===== src/rtl/core/assert_macros.svh =====
// assertion helpers for the slot table sequencer RTL
`ifndef ASSERT_MACROS_SVH
`define ASSERT_MACROS_SVH

// same-cycle implication, disabled in reset
`define PSL_ASSERT(name, clk, rstn, prop, msg) \
    name: assert property (@(posedge clk) disable iff (!rstn) (prop)) \
        else $error(msg);

// next-cycle implication, disabled in reset
`define PSL_ASSERT_NEXT(name, clk, rstn, ante, cons, msg) \
    name: assert property (@(posedge clk) disable iff (!rstn) (ante) |=> (cons)) \
        else $error(msg);

`endif


===== src/rtl/core/psl_pkg.sv =====
package psl_pkg;

    localparam int PSL_SLOTS = 32;

    localparam logic [2:0] CMD_ADD      = 3'd0;
    localparam logic [2:0] CMD_REMOVE   = 3'd1;
    localparam logic [2:0] CMD_ADVANCE  = 3'd2;
    localparam logic [2:0] CMD_READ_AT  = 3'd3;
    localparam logic [2:0] CMD_READ_CUR = 3'd4;

    localparam logic [1:0] ST_OK        = 2'd0;
    localparam logic [1:0] ST_FULL      = 2'd1;
    localparam logic [1:0] ST_NOT_FOUND = 2'd2;

    typedef struct packed {
        logic [1:0]  status;
        logic        entry_occupied;
        logic [30:0] entry_id;
        logic [63:0] entry_start;
        logic [5:0]  process_count;
        logic [4:0]  current_slot;
    } t_result;

    typedef struct packed {
        logic        en;
        logic        used;
        logic [30:0] id;
        logic [63:0] start;
    } t_store_wr;

    typedef struct packed {
        logic        used;
        logic [30:0] id;
        logic [63:0] start;
    } t_store_rd;

endpackage


===== src/rtl/core/psl_cmd_if.sv =====
interface psl_cmd_if;
    logic        valid;
    logic        ready;
    logic [2:0]  command;
    logic [30:0] proc_id;
    logic [63:0] start_time;
    logic [4:0]  slot_index;

    modport source (output valid, command, proc_id, start_time, slot_index, input ready);
    modport sink   (input valid, command, proc_id, start_time, slot_index, output ready);
endinterface


===== src/rtl/core/psl_res_if.sv =====
interface psl_res_if;
    logic        valid;
    logic        ready;
    logic [1:0]  status;
    logic        entry_occupied;
    logic [30:0] entry_id;
    logic [63:0] entry_start;
    logic [5:0]  process_count;
    logic [4:0]  current_slot;

    modport source (output valid, status, entry_occupied, entry_id, entry_start,
                    process_count, current_slot, input ready);
    modport sink   (input valid, status, entry_occupied, entry_id, entry_start,
                    process_count, current_slot, output ready);
endinterface


===== src/rtl/core/process_slot_table.sv =====
// channel | dir | words                                          | accepted when
// i_cmd   | in  | command, proc_id, start_time, slot_index       | valid && ready
// o_res   | out | status, entry_*, process_count, current_slot   | valid && ready
//
// Add, remove and advance scan one slot per cycle through the slot memory
// read port. Reads check a single slot; advance on an empty table and unused
// commands skip the scan.
// Synchronous active-low reset empties the table; no clearing pass.
// A finished word waits in the output register while the next command is taken;
// a second finished word holds the sequencer until that register drains.
module process_slot_table
    import psl_pkg::*;
#(
    parameter  int SLOTS = PSL_SLOTS,
    localparam int IW    = $clog2(SLOTS)
) (
    input  logic      i_clk,
    input  logic      i_rst_n,
    psl_cmd_if.sink   i_cmd,
    psl_res_if.source o_res
);

    logic [IW-1:0] w_rd_addr;
    logic [IW-1:0] w_wr_addr;
    t_store_wr     w_wr;
    t_store_rd     w_rd;

    psl_seq #(.SLOTS(SLOTS)) u_seq (
        .i_clk     (i_clk),
        .i_rst_n   (i_rst_n),
        .i_cmd     (i_cmd),
        .o_res     (o_res),
        .o_rd_addr (w_rd_addr),
        .o_wr_addr (w_wr_addr),
        .o_wr      (w_wr),
        .i_rd      (w_rd)
    );

    psl_store #(.SLOTS(SLOTS)) u_store (
        .i_clk     (i_clk),
        .i_rst_n   (i_rst_n),
        .i_rd_addr (w_rd_addr),
        .i_wr_addr (w_wr_addr),
        .i_wr      (w_wr),
        .o_rd      (w_rd)
    );

endmodule


===== src/rtl/core/psl_match.sv =====
module psl_match
    import psl_pkg::*;
(
    input  logic [2:0]  i_cmd,
    input  logic [30:0] i_pid,
    input  t_store_rd   i_rd,
    output logic        o_hit
);

    always_comb begin
        unique case (i_cmd)
            CMD_ADD:     o_hit = !i_rd.used;
            CMD_REMOVE:  o_hit = i_rd.used && (i_rd.id == i_pid);
            CMD_ADVANCE: o_hit = i_rd.used;
            default:     o_hit = 1'b1;
        endcase
    end

endmodule


===== src/rtl/core/psl_store.sv =====
module psl_store
    import psl_pkg::*;
#(
    parameter  int SLOTS = PSL_SLOTS,
    localparam int IW    = $clog2(SLOTS)
) (
    input  logic          i_clk,
    input  logic          i_rst_n,
    input  logic [IW-1:0] i_rd_addr,
    input  logic [IW-1:0] i_wr_addr,
    input  t_store_wr     i_wr,
    output t_store_rd     o_rd
);

    logic [SLOTS-1:0] r_used;
    logic [30:0]      r_mem_id    [SLOTS];
    logic [63:0]      r_mem_start [SLOTS];
    t_store_rd        r_rd;

    always_ff @(posedge i_clk) begin
        if (!i_rst_n) begin
            r_used <= '0;
        end else if (i_wr.en) begin
            r_used[i_wr_addr] <= i_wr.used;
        end
    end

    always_ff @(posedge i_clk) begin
        if (i_wr.en) begin
            r_mem_id[i_wr_addr]    <= i_wr.id;
            r_mem_start[i_wr_addr] <= i_wr.start;
        end
    end

    always_ff @(posedge i_clk) begin
        r_rd.used  <= r_used[i_rd_addr];
        r_rd.id    <= r_mem_id[i_rd_addr];
        r_rd.start <= r_mem_start[i_rd_addr];
    end

    assign o_rd = r_rd;

endmodule


===== src/rtl/core/psl_seq.sv =====
module psl_seq
    import psl_pkg::*;
#(
    parameter  int SLOTS = PSL_SLOTS,
    localparam int IW    = $clog2(SLOTS),
    localparam int CW    = $clog2(SLOTS + 1)
) (
    input  logic          i_clk,
    input  logic          i_rst_n,
    psl_cmd_if.sink       i_cmd,
    psl_res_if.source     o_res,
    output logic [IW-1:0] o_rd_addr,
    output logic [IW-1:0] o_wr_addr,
    output t_store_wr     o_wr,
    input  t_store_rd     i_rd
);

`include "assert_macros.svh"

    typedef enum logic [1:0] {S_IDLE, S_SCAN, S_DONE} t_state;

    t_state        r_state;
    logic [2:0]    r_cmd;
    logic [30:0]   r_pid;
    logic [63:0]   r_start;
    logic [IW-1:0] r_base;
    logic          r_oob;
    logic [IW-1:0] r_k;
    logic          r_chk;
    logic [IW-1:0] r_chk_addr;
    logic          r_chk_last;
    logic [CW-1:0] r_count;
    logic [IW-1:0] r_ptr;
    t_result       r_res;
    t_result       r_out;
    logic          r_ov;

    logic [IW:0]   w_sum;
    logic [IW-1:0] w_addr;
    logic          w_hit;
    logic          w_end;
    logic          w_rd_cmd;
    logic          w_show;
    logic [CW-1:0] w_cnt_nx;
    logic [IW-1:0] w_ptr_nx;
    logic [1:0]    w_status;
    logic          w_accept;
    logic          w_oob_in;
    logic [IW+4:0] w_idx_ext;
    logic [CW+5:0] w_cnt_ext;
    logic [CW+5:0] w_cnt_cur_ext;
    logic [IW+4:0] w_ptr_ext;
    logic [IW+4:0] w_ptr_cur_ext;

    psl_match u_match (
        .i_cmd (r_cmd),
        .i_pid (r_pid),
        .i_rd  (i_rd),
        .o_hit (w_hit)
    );

    // circular slot address: base plus step, wrapped once
    assign w_sum  = {1'b0, r_base} + {1'b0, r_k};
    assign w_addr = (w_sum >= (IW+1)'(SLOTS)) ? IW'(w_sum - (IW+1)'(SLOTS)) : w_sum[IW-1:0];
    assign o_rd_addr = w_addr;

    assign w_end    = (r_state == S_SCAN) && r_chk && (w_hit || r_chk_last);
    assign w_rd_cmd = (r_cmd == CMD_READ_AT) || (r_cmd == CMD_READ_CUR);
    assign w_show   = w_rd_cmd && !r_oob && i_rd.used;

    always_comb begin
        w_cnt_nx = r_count;
        w_ptr_nx = r_ptr;
        w_status = ST_OK;
        if (r_cmd == CMD_ADD) begin
            if (w_hit) w_cnt_nx = r_count + CW'(1);
            else       w_status = ST_FULL;
        end else if (r_cmd == CMD_REMOVE) begin
            if (w_hit) w_cnt_nx = r_count - CW'(1);
            else       w_status = ST_NOT_FOUND;
        end else if (r_cmd == CMD_ADVANCE) begin
            if (w_hit) w_ptr_nx = r_chk_addr;
        end
    end

    assign w_cnt_ext     = {6'd0, w_cnt_nx};
    assign w_cnt_cur_ext = {6'd0, r_count};
    assign w_ptr_ext     = {5'd0, w_ptr_nx};
    assign w_ptr_cur_ext = {5'd0, r_ptr};
    assign w_idx_ext     = {{IW{1'b0}}, i_cmd.slot_index};
    assign w_oob_in      = w_idx_ext >= (IW+5)'(SLOTS);

    assign o_wr.en    = w_end && w_hit && ((r_cmd == CMD_ADD) || (r_cmd == CMD_REMOVE));
    assign o_wr.used  = (r_cmd == CMD_ADD);
    assign o_wr.id    = (r_cmd == CMD_ADD) ? r_pid : '0;
    assign o_wr.start = (r_cmd == CMD_ADD) ? r_start : '0;
    assign o_wr_addr  = r_chk_addr;

    assign i_cmd.ready = (r_state == S_IDLE);
    assign w_accept    = i_cmd.valid && i_cmd.ready;

    always_ff @(posedge i_clk) begin
        if (!i_rst_n) begin
            r_state <= S_IDLE;
            r_count <= '0;
            r_ptr   <= '0;
            r_chk   <= 1'b0;
            r_ov    <= 1'b0;
        end else begin
            if ((r_state == S_DONE) && (!r_ov || o_res.ready)) begin
                r_ov <= 1'b1;
            end else if (o_res.ready) begin
                r_ov <= 1'b0;
            end
            unique case (r_state)
                S_IDLE: begin
                    if (w_accept) begin
                        r_cmd   <= i_cmd.command;
                        r_pid   <= i_cmd.proc_id;
                        r_start <= i_cmd.start_time;
                        r_k     <= '0;
                        r_chk   <= 1'b0;
                        r_oob   <= (i_cmd.command == CMD_READ_AT) && w_oob_in;
                        if (i_cmd.command == CMD_READ_AT) begin
                            r_base <= w_oob_in ? '0 : w_idx_ext[IW-1:0];
                        end else if ((i_cmd.command == CMD_READ_CUR) ||
                                     (i_cmd.command == CMD_ADVANCE)) begin
                            r_base <= r_ptr;
                        end else begin
                            r_base <= '0;
                        end
                        if ((i_cmd.command == CMD_ADD) || (i_cmd.command == CMD_REMOVE) ||
                            (i_cmd.command == CMD_READ_AT) ||
                            (i_cmd.command == CMD_READ_CUR) ||
                            ((i_cmd.command == CMD_ADVANCE) && (r_count != '0))) begin
                            r_state <= S_SCAN;
                        end else begin
                            r_res.status         <= ST_OK;
                            r_res.entry_occupied <= 1'b0;
                            r_res.entry_id       <= '0;
                            r_res.entry_start    <= '0;
                            r_res.process_count  <= w_cnt_cur_ext[5:0];
                            r_res.current_slot   <= w_ptr_cur_ext[4:0];
                            r_state              <= S_DONE;
                        end
                    end
                end
                S_SCAN: begin
                    r_k        <= r_k + IW'(1);
                    r_chk      <= !w_end;
                    r_chk_addr <= w_addr;
                    r_chk_last <= (r_k == IW'(SLOTS - 1));
                    if (w_end) begin
                        r_count              <= w_cnt_nx;
                        r_ptr                <= w_ptr_nx;
                        r_res.status         <= w_status;
                        r_res.entry_occupied <= w_show;
                        r_res.entry_id       <= w_show ? i_rd.id : '0;
                        r_res.entry_start    <= w_show ? i_rd.start : '0;
                        r_res.process_count  <= w_cnt_ext[5:0];
                        r_res.current_slot   <= w_ptr_ext[4:0];
                        r_state              <= S_DONE;
                    end
                end
                S_DONE: begin
                    if (!r_ov || o_res.ready) begin
                        r_out   <= r_res;
                        r_state <= S_IDLE;
                    end
                end
                default: r_state <= S_IDLE;
            endcase
        end
    end

    assign o_res.valid          = r_ov;
    assign o_res.status         = r_out.status;
    assign o_res.entry_occupied = r_out.entry_occupied;
    assign o_res.entry_id       = r_out.entry_id;
    assign o_res.entry_start    = r_out.entry_start;
    assign o_res.process_count  = r_out.process_count;
    assign o_res.current_slot   = r_out.current_slot;

    `PSL_ASSERT(a_cnt_bound, i_clk, i_rst_n, r_count <= CW'(SLOTS), "count beyond table size")
    `PSL_ASSERT(a_out_from_done, i_clk, i_rst_n, $rose(r_ov) |-> $past(r_state == S_DONE), "word shown outside done")
    `PSL_ASSERT(a_wr_on_check, i_clk, i_rst_n, o_wr.en |-> (r_state == S_SCAN && r_chk), "write without checked slot")
    `PSL_ASSERT(a_oob_read_at, i_clk, i_rst_n, (r_state == S_SCAN && r_oob) |-> (r_cmd == CMD_READ_AT), "out of range flag on wrong command")
    `PSL_ASSERT_NEXT(a_done_after_wr, i_clk, i_rst_n, o_wr.en, r_state == S_DONE, "scan did not stop on write")

endmodule


===== src/flat_wrapper.sv =====
// flat-port wrapper written by rule: the top's interface ports become plain ports
module process_slot_table_flat import psl_pkg::*;
#(
    parameter  int SLOTS = PSL_SLOTS,
    localparam int IW    = $clog2(SLOTS)
)
  (i_clk, i_rst_n, i_cmd_valid, i_cmd_command, i_cmd_proc_id, i_cmd_start_time, i_cmd_slot_index, i_cmd_ready, o_res_valid, o_res_status, o_res_entry_occupied, o_res_entry_id, o_res_entry_start, o_res_process_count, o_res_current_slot, o_res_ready);
  psl_cmd_if i_cmd_i ();
  psl_res_if o_res_i ();
  input  logic i_clk;
  input  logic i_rst_n;
  input wire logic [$bits(i_cmd_i.valid)-1:0] i_cmd_valid;
  input wire logic [$bits(i_cmd_i.command)-1:0] i_cmd_command;
  input wire logic [$bits(i_cmd_i.proc_id)-1:0] i_cmd_proc_id;
  input wire logic [$bits(i_cmd_i.start_time)-1:0] i_cmd_start_time;
  input wire logic [$bits(i_cmd_i.slot_index)-1:0] i_cmd_slot_index;
  output wire logic [$bits(i_cmd_i.ready)-1:0] i_cmd_ready;
  output wire logic [$bits(o_res_i.valid)-1:0] o_res_valid;
  output wire logic [$bits(o_res_i.status)-1:0] o_res_status;
  output wire logic [$bits(o_res_i.entry_occupied)-1:0] o_res_entry_occupied;
  output wire logic [$bits(o_res_i.entry_id)-1:0] o_res_entry_id;
  output wire logic [$bits(o_res_i.entry_start)-1:0] o_res_entry_start;
  output wire logic [$bits(o_res_i.process_count)-1:0] o_res_process_count;
  output wire logic [$bits(o_res_i.current_slot)-1:0] o_res_current_slot;
  input wire logic [$bits(o_res_i.ready)-1:0] o_res_ready;
  assign i_cmd_i.valid = i_cmd_valid;
  assign i_cmd_i.command = i_cmd_command;
  assign i_cmd_i.proc_id = i_cmd_proc_id;
  assign i_cmd_i.start_time = i_cmd_start_time;
  assign i_cmd_i.slot_index = i_cmd_slot_index;
  assign i_cmd_ready = i_cmd_i.ready;
  assign o_res_valid = o_res_i.valid;
  assign o_res_status = o_res_i.status;
  assign o_res_entry_occupied = o_res_i.entry_occupied;
  assign o_res_entry_id = o_res_i.entry_id;
  assign o_res_entry_start = o_res_i.entry_start;
  assign o_res_process_count = o_res_i.process_count;
  assign o_res_current_slot = o_res_i.current_slot;
  assign o_res_i.ready = o_res_ready;
  process_slot_table #(.SLOTS(SLOTS)) u_core (.i_clk(i_clk), .i_rst_n(i_rst_n), .i_cmd(i_cmd_i), .o_res(o_res_i));
endmodule

===== config.mk =====
export PLATFORM = sky130hd
export DESIGN_NAME = process_slot_table_flat
export DESIGN_NICKNAME = d
export VERILOG_FILES = /design/src/rtl/core/psl_pkg.sv /design/src/rtl/core/psl_cmd_if.sv /design/src/rtl/core/psl_res_if.sv /design/src/rtl/core/process_slot_table.sv /design/src/rtl/core/psl_match.sv /design/src/rtl/core/psl_store.sv /design/src/rtl/core/psl_seq.sv /design/src/flat_wrapper.sv
export VERILOG_INCLUDE_DIRS = /design/src /design/src/rtl/core
export SDC_FILE = /design/constraint.sdc
export NUM_CORES = 2
export LEC_CHECK = 0
export BUFFER_PORTS_ARGS = -buffer_cell sky130_fd_sc_hd__buf_4
export CAP_MARGIN = 25
export CORE_MARGIN = 1.5
export CORE_UTILIZATION = 56
export DETAILED_ROUTE_END_ITERATION = 8
export GPL_TIMING_DRIVEN = 0
export HOLD_SLACK_MARGIN = 0.06
export PLACE_DENSITY_LB_ADDON = 0.05
export SYNTH_ARGS = -nofsm -noshare
export SYNTH_HDL_FRONTEND = slang
export SYNTH_SLANG_ARGS = --single-unit

===== constraint.sdc =====
create_clock -name i_clk -period 25.8 [get_ports i_clk]
set_input_delay 1.29 -clock i_clk [delete_from_list [all_inputs] [get_ports i_clk]]
set_output_delay 1.29 -clock i_clk [all_outputs]
set_load 0.01 [all_outputs]

# ---- Word level (Yosys, flattened, before mapping)
# Memories as Yosys holds them, arrays and structs flattened. A register that Yosys moved wholly into a read port is not among the register bits.
# Index checks and enable logic that the tools add are counted.
dict set report totals {
  reg_bits 381
  latchBits 0
  mem_bits_rw 3040
  mem_bits_ro 0
  in_bits 107
  out_inout_bits 111
  elab_cells 137
  mem_count 2
}
dict set report op_classes {
  add_sub_neg 5
  n_mul 0
  div_mod_pow 0
  n_lt_le_gt_ge 5
  n_eq_ne 16
  shift 0
  n_mux 43
  bitwise_logic 0
  reduce_logical 39
}
# name words width rd rd_clocked_by_memory_dff wr line_no
set memory_table {}
lappend memory_table {u_core.u_store.r_mem_start 32 64 1 1 1 psl_store.sv:17} ;# logic [63:0] r_mem_start [SLOTS];
lappend memory_table {u_core.u_store.r_mem_id 32 31 1 1 1 psl_store.sv:16} ;# logic [30:0] r_mem_id [SLOTS];
# op count
set ops {}
lappend ops {{109-bit two-way mux} 3}
lappend ops {{109-bit case mux with 2 select lines} 1}
lappend ops {{64-bit two-way mux} 2}
lappend ops {{31-bit two-way mux} 2}
lappend ops {{5-bit two-way mux} 9}
lappend ops {{32-bit bitwise mux} 1}
lappend ops {{31-bit equality test} 1}
lappend ops {{6-bit two-way mux} 4}
lappend ops {{2-bit two-way mux} 7}
lappend ops {{3-bit by 2-bit equality test with 1-bit output, second input constant} 4}
lappend ops {{1-bit logical AND} 12}
lappend ops {{5-bit by 6-bit less-than comparator with 1-bit output, second input constant} 2}
lappend ops {{3-bit AND reduction} 4}
lappend ops {{5-bit case mux with 2 select lines} 1}
lappend ops {{1-bit logical OR} 9}
lappend ops {{1-bit two-way mux} 8}
lappend ops {{5-bit by 5-bit adder with 6-bit output} 1}
lappend ops {{6-bit by 1-bit adder with 6-bit output, second input constant} 1}
lappend ops {{3-bit by 1-bit equality test with 1-bit output, second input constant} 2}
lappend ops {{3-bit equality test, second input constant} 2}
lappend ops {{5-bit by 6-bit greater-or-equal comparator with 1-bit output, second input constant} 1}
lappend ops {{6-bit greater-or-equal comparator, second input constant} 1}
lappend ops {{3-bit zero test} 2}
lappend ops {{2-bit case mux with 3 select lines} 1}
lappend ops {{19 further kinds} 27}

# ---- Logic depth before layout (Yosys ltp)
dict set report logic_depth {
  depth_word 9
  mapped_depth 10
  mapped_depth_nobuf 8
}

# ---- By module
# From an unflattened synthesis, not the netlist that was laid out.
dict set report unflattened {
  cells_unflattened 6461
  hier_area_um2 131826.4
}
# mod instances cells_each area_each_um2 seq_area_each_um2
set modules_own_cells {}
lappend modules_own_cells {psl_store 1 5713 118825.2 93850.0}
lappend modules_own_cells {psl_seq 1 702 12625.9 10269.8}
lappend modules_own_cells {psl_match 1 46 375.4 0.0}

# ---- Worst setup path after synthesis
# No wires, ideal clock.
dict set report synth_timing {
  kind {input -> register}
  startpoint {input port i_rst_n}
  endpoint {register, netlist name u_core.u_seq.o_res.current_slot[0]}
  setup_time_ns 0.733
  arrival_ns 9.506
  required_ns 25.067
  setup_slack_ns 15.561
  path_stages 3
  n_path_buf 1
  path_cell_list {inv_1 clkbuf_1 nor3b_1}
}
dict set report synth_between {
  elab_chain_len 1
}
# item line_no
set synth_rtl {}
lappend synth_rtl {{start, declared} flat_wrapper.sv:11} ;# input logic i_rst_n;
lappend synth_rtl {{3-bit AND reduction (no source line)} -}
# No other way between the ends.
# A chain may end at the register's enable or synchronous reset.

# ---- Worst setup path in the final report
dict set report layout_timing {
  startpoint {register u_core.u_seq.r_pid[13]}
  endpoint {memory u_core.u_store.r_mem_start[0][32] (enable)}
}
dict set report layout_between {
  elab_chain_len 9
}
# item line_no
set layout_rtl {}
lappend layout_rtl {{start, declared} psl_seq.sv:24} ;# logic [30:0] r_pid;
lappend layout_rtl {{start signal, assigned} psl_seq.sv:119} ;# r_pid <= i_cmd.proc_id;
lappend layout_rtl {{31-bit equality test (*)} psl_match.sv:13} ;# CMD_REMOVE: o_hit = i_rd.used && (i_rd.id == i_pid);
lappend layout_rtl {{1-bit logical AND (*)} psl_match.sv:13}
lappend layout_rtl {{1-bit case mux with 3 select lines (*)} psl_match.sv:11} ;# unique case (i_cmd)
lappend layout_rtl {{1-bit logical OR} psl_seq.sv:67} ;# assign w_end = (r_state == S_SCAN) && r_chk && (w_hit || r_chk_last);
lappend layout_rtl {{1-bit logical AND} psl_seq.sv:67}
lappend layout_rtl {{1-bit logical AND (*) (2 in series)} psl_seq.sv:93} ;# assign o_wr.en = w_end && w_hit && ((r_cmd == CMD_ADD) || (r_cmd == CMD_REMOVE));
lappend layout_rtl {{1-bit two-way mux (*)} psl_store.sv:29} ;# if (i_wr.en) begin
lappend layout_rtl {{1-bit two-way mux (not written as such) (*)} psl_store.sv:31} ;# r_mem_start[i_wr_addr] <= i_wr.start;
lappend layout_rtl {{end, declared} psl_store.sv:17}
# Mark *: on every way between the ends. The rest lies on a longest branch, timed or not.

==> impl_metrics.json <==
{
  "outcome": "complete, no violations",
  "total_power_mw": 12.74,
  "numPortBuffers": 217,
  "cts_buffers": 363,
  "synth_nets": 5756,
  "finalNonFillerCells": 9985,
  "period_needed_ns": 5.461,
  "hold_violations": 0,
  "pin_count": 218,
  "crit_type": "register to register",
  "max_freq_mhz": 183.1,
  "final_common_cell": "edfxtp_1",
  "post_cts_resized": 0,
  "drive_above_1_share_pct": 31.73,
  "synth_area_per_cell_um2": 23.36,
  "cp_max_fo": 17,
  "drv_cap": 0,
  "worstReg2RegEnd": "u_core.u_store.r_mem_start[0][32]$_DFFE_PP_",
  "holdBufCountCts": 0,
  "tightest_slew_ns": 1.128,
  "drt_iter0_markers": 8688,
  "die_w_um": 488.0,
  "reg2reg_depth": 11,
  "gp_congestion": 0.8310,
  "synth_cell_type_count": 61,
  "worstPathArrival_ns": 6.08,
  "hpwl_mm": 219.9,
  "worst_setup_path_end_kind": "register",
  "core_um2": 233200,
  "firstDrtPassIters": 5,
  "grt_max_degree": 41,
  "worst_setup_path_start_kind": "register",
  "cts_tree": "yes",
  "wl_mm": 348.5,
  "worst_slack_ns": 20.34,
  "antenna_found_initial": 20,
  "crit_required_ns": 26.42,
  "async_flop_share_pct": 0,
  "synth_warnings": 0,
  "nets": 6670,
  "rrSetupSlack_ns": 20.34,
  "clkTransAtPathRegs_ns": 0.06,
  "drc_errors": 0,
  "setup_viol": 0,
  "setup_tns_ns": 0,
  "vdd_drop_max_uv": 83.40,
  "worstSetupEndpoint": "u_core.u_store.r_mem_start[0][32]$_DFFE_PP_",
  "fp.dieArea_um2": 238200,
  "first_global_vias": 64150,
  "synth_area_um2": 131700,
  "dpl_worst_slack_ns": 20.38,
  "die_y_um": 488.0,
  "grt_pass1_wl_mm": 486.3,
  "slew_violations": 0,
  "layout_common_cells": "edfxtp_1, mux4_2, clkbuf_16",
  "hp-class": "register to register",
  "power.density_nw_per_um2": 82.06,
  "synthFlopType": "edfxtp_1",
  "synth_edf_count": 3372,
  "clockBufferDepth": 4,
  "syn_to_final_growth_pct": 17.85,
  "grt-ovfl-total": 0,
  "leakage_nw": 48.05,
  "r2r_start": "u_core.u_seq.r_pid[13]$_DFFE_PP_",
  "ys_ff_latch": 3515,
  "viasPerCell": 6.443,
  "grt_use_total_pct": 29.60,
  "clkLatencyLatePin_ns": 0.95,
  "cts_setup_buffers": 0,
  "final.setup_skew_ns": 0.05220,
  "postLayoutCoreUtil_pct": 66.57,
  "startpoint": "u_core.u_seq.r_pid[13]$_DFFE_PP_",
  "post_drt_wl_per_cell_um": 34.90,
  "rows": 177,
  "synthCells": 5639,
  "htreeDepth": 5,
  "cts_root_buf": "clkbuf_16",
  "place_inst": 9257,
  "rsz0062_at_grt": "false",
  "vias": 64340,
  "fin_crit_sh_pct": 21.16,
  "ant_nets": 0,
  "start_util_pct": 56.49,
  "synth-seq-area-share_pct": 79.04,
  "cts_sinks": 3515,
  "max_slew_margin_pct": 24.81
}
[cell usage after synthesis (3+ instances only)]
| cell type | n | area (µm²) |
|---|---|---|
| edfxtp_1 | 3372 | 101300 |
| mux4_2 | 960 | 21620 |
| nand2_1 | 342 | 1284 |
| and2_1 | 192 | 1201 |
| clkbuf_1 | 170 | 638.1 |
| dfxtp_1 | 143 | 2863 |
| buf_2 | 93 | 465.5 |
| nor2_1 | 55 | 206.5 |
| a21oi_1 | 45 | 225.2 |
| xnor2_1 | 38 | 332.8 |
| buf_1 | 23 | 86.33 |
| nand4_1 | 18 | 112.6 |
| o21ai_0 | 18 | 90.09 |
| nand3_1 | 17 | 85.08 |
| o31ai_1 | 17 | 127.6 |
| or4_1 | 16 | 120.1 |
| nor3_1 | 15 | 75.07 |
| ha_1 | 9 | 112.6 |
| mux2i_1 | 8 | 80.08 |
| nand2b_1 | 8 | 50.05 |
| a22o_1 | 5 | 43.79 |
| inv_1 | 5 | 18.77 |
| mux2_2 | 5 | 56.30 |
| nor2b_1 | 5 | 31.28 |
| xor2_1 | 5 | 43.79 |
| a31oi_1 | 4 | 25.02 |
| nor3b_1 | 4 | 30.03 |
| nor4_1 | 3 | 18.77 |
| or3_1 | 3 | 18.77 |
[power breakdown]
part           leakage (nW)  switching [mW]  internal [mW]
Clock                  5.59            2.12           2.95
Sequential             30.1          0.0515           6.31
Combinational          12.3           0.754          0.556
[metal layers]
metal | global-route usage, % | up-vias | wire, µm
li1 | - | 25540 | -
met1 | 44.14 | 34690 | 141700
met2 | 44.68 | 3510 | 161600
met3 | 6.059 | 593 | 33980
met4 | 9.177 | 4 | 11210
met5 | 0 | - | 27
[registers in the layout, summed over array words and instances, names as in the netlist, 31 cells and up]
register                        flops
u_core.u_seq.o_res.entry_id        31
u_core.u_seq.o_res.entry_start     64
u_core.u_seq.r_pid                 31
u_core.u_seq.r_res                109
u_core.u_seq.r_start               64
u_core.u_store.o_rd                96
u_core.u_store.r_mem_id           992
u_core.u_store.r_mem_start       2048
u_core.u_store.r_used              32
[worst max-delay path: stages, from the launching register on]
cell and delay (ns):
edfxtp_1 0.47, xnor2_1 0.55, nand4_1 0.71, nor4_4 0.62, a31o_2 0.31, nand2b_1 0.26, clkbuf_1 0.41, buf_6 0.28
nor2_4 0.74, buf_12 0.31, buf_12 0.21, buf_12 0.21
[worst min-delay path by stage]
| stage | cells after the start | endpoint | startpoint |
|---|---|---|---|
| floorplan | 0 | u_core.u_seq.o_res.current_slot[0]$_DFFE_PP_ | u_core.u_seq.r_res[0]$_DFFE_PP_ |
| global placement | 0 | u_core.u_seq.o_res.entry_start[14]$_DFFE_PP_ | u_core.u_seq.r_res[25]$_SDFFCE_PN0P_ |
| detailed placement | 0 | u_core.u_seq.o_res.entry_id[28]$_DFFE_PP_ | u_core.u_seq.r_res[103]$_SDFFCE_PN0P_ |
| CTS | 0 | u_core.u_seq.o_res.entry_start[58]$_DFFE_PP_ | u_core.u_seq.r_res[69]$_SDFFCE_PN0P_ |
| global route | 0 | u_core.u_seq.o_res.entry_start[58]$_DFFE_PP_ | u_core.u_seq.r_res[69]$_SDFFCE_PN0P_ |
| finish | 0 | u_core.u_seq.o_res.entry_start[58]$_DFFE_PP_ | u_core.u_seq.r_res[69]$_SDFFCE_PN0P_ |
[logic make-up (layout without fill, tap and decap cells)]
family | count (synthesis) | after routing | synth area share [%]
AO/OA/AOI/OAI | 105 | 105 | 0.5005
XOR/XNOR | 43 | 43 | 0.2859
adder cells (fa/ha/maj) | 10 | 10 | 0.1007
buffers and inverters | 295 | 1494 | 0.9413
flip-flops | 3515 | 3515 | 79.04
multiplexers | 973 | 973 | 16.52
other | 0 | 15 | 0
AND/OR/NAND/NOR | 698 | 698 | 2.616
[layout make-up]
| class | instances | area [µm²] |
|---|---|---|
| Tap cell | 3132 | 3919 |
| Timing Repair Buffer | 549 | 7869 |
| Inverter | 6 | 22.52 |
| Antenna cell | 15 | 37.54 |
| Buffer | 289 | 1236 |
| Fill cell | 14740 | 77960 |
| Clock inverter | 165 | 1465 |
| Clock buffer | 485 | 9931 |
| Sequential cell | 3515 | 104100 |
| Multi-Input combinational cell | 1829 | 26640 |
[through the flow]
step / hold slack [ns] / instance area (µm²)
3_5_place_dp: 0.4045 / 142300
4_1_cts: 0.3899 / 153700
6_report: 0.3895 / 155200
5_1_grt: 0.3978 / 155200
3_3_place_gp: 0.4008 / 137300
2_1_floorplan: 0.4003 / 131700
No activity file was read; power rests on OpenSTA's default activity.
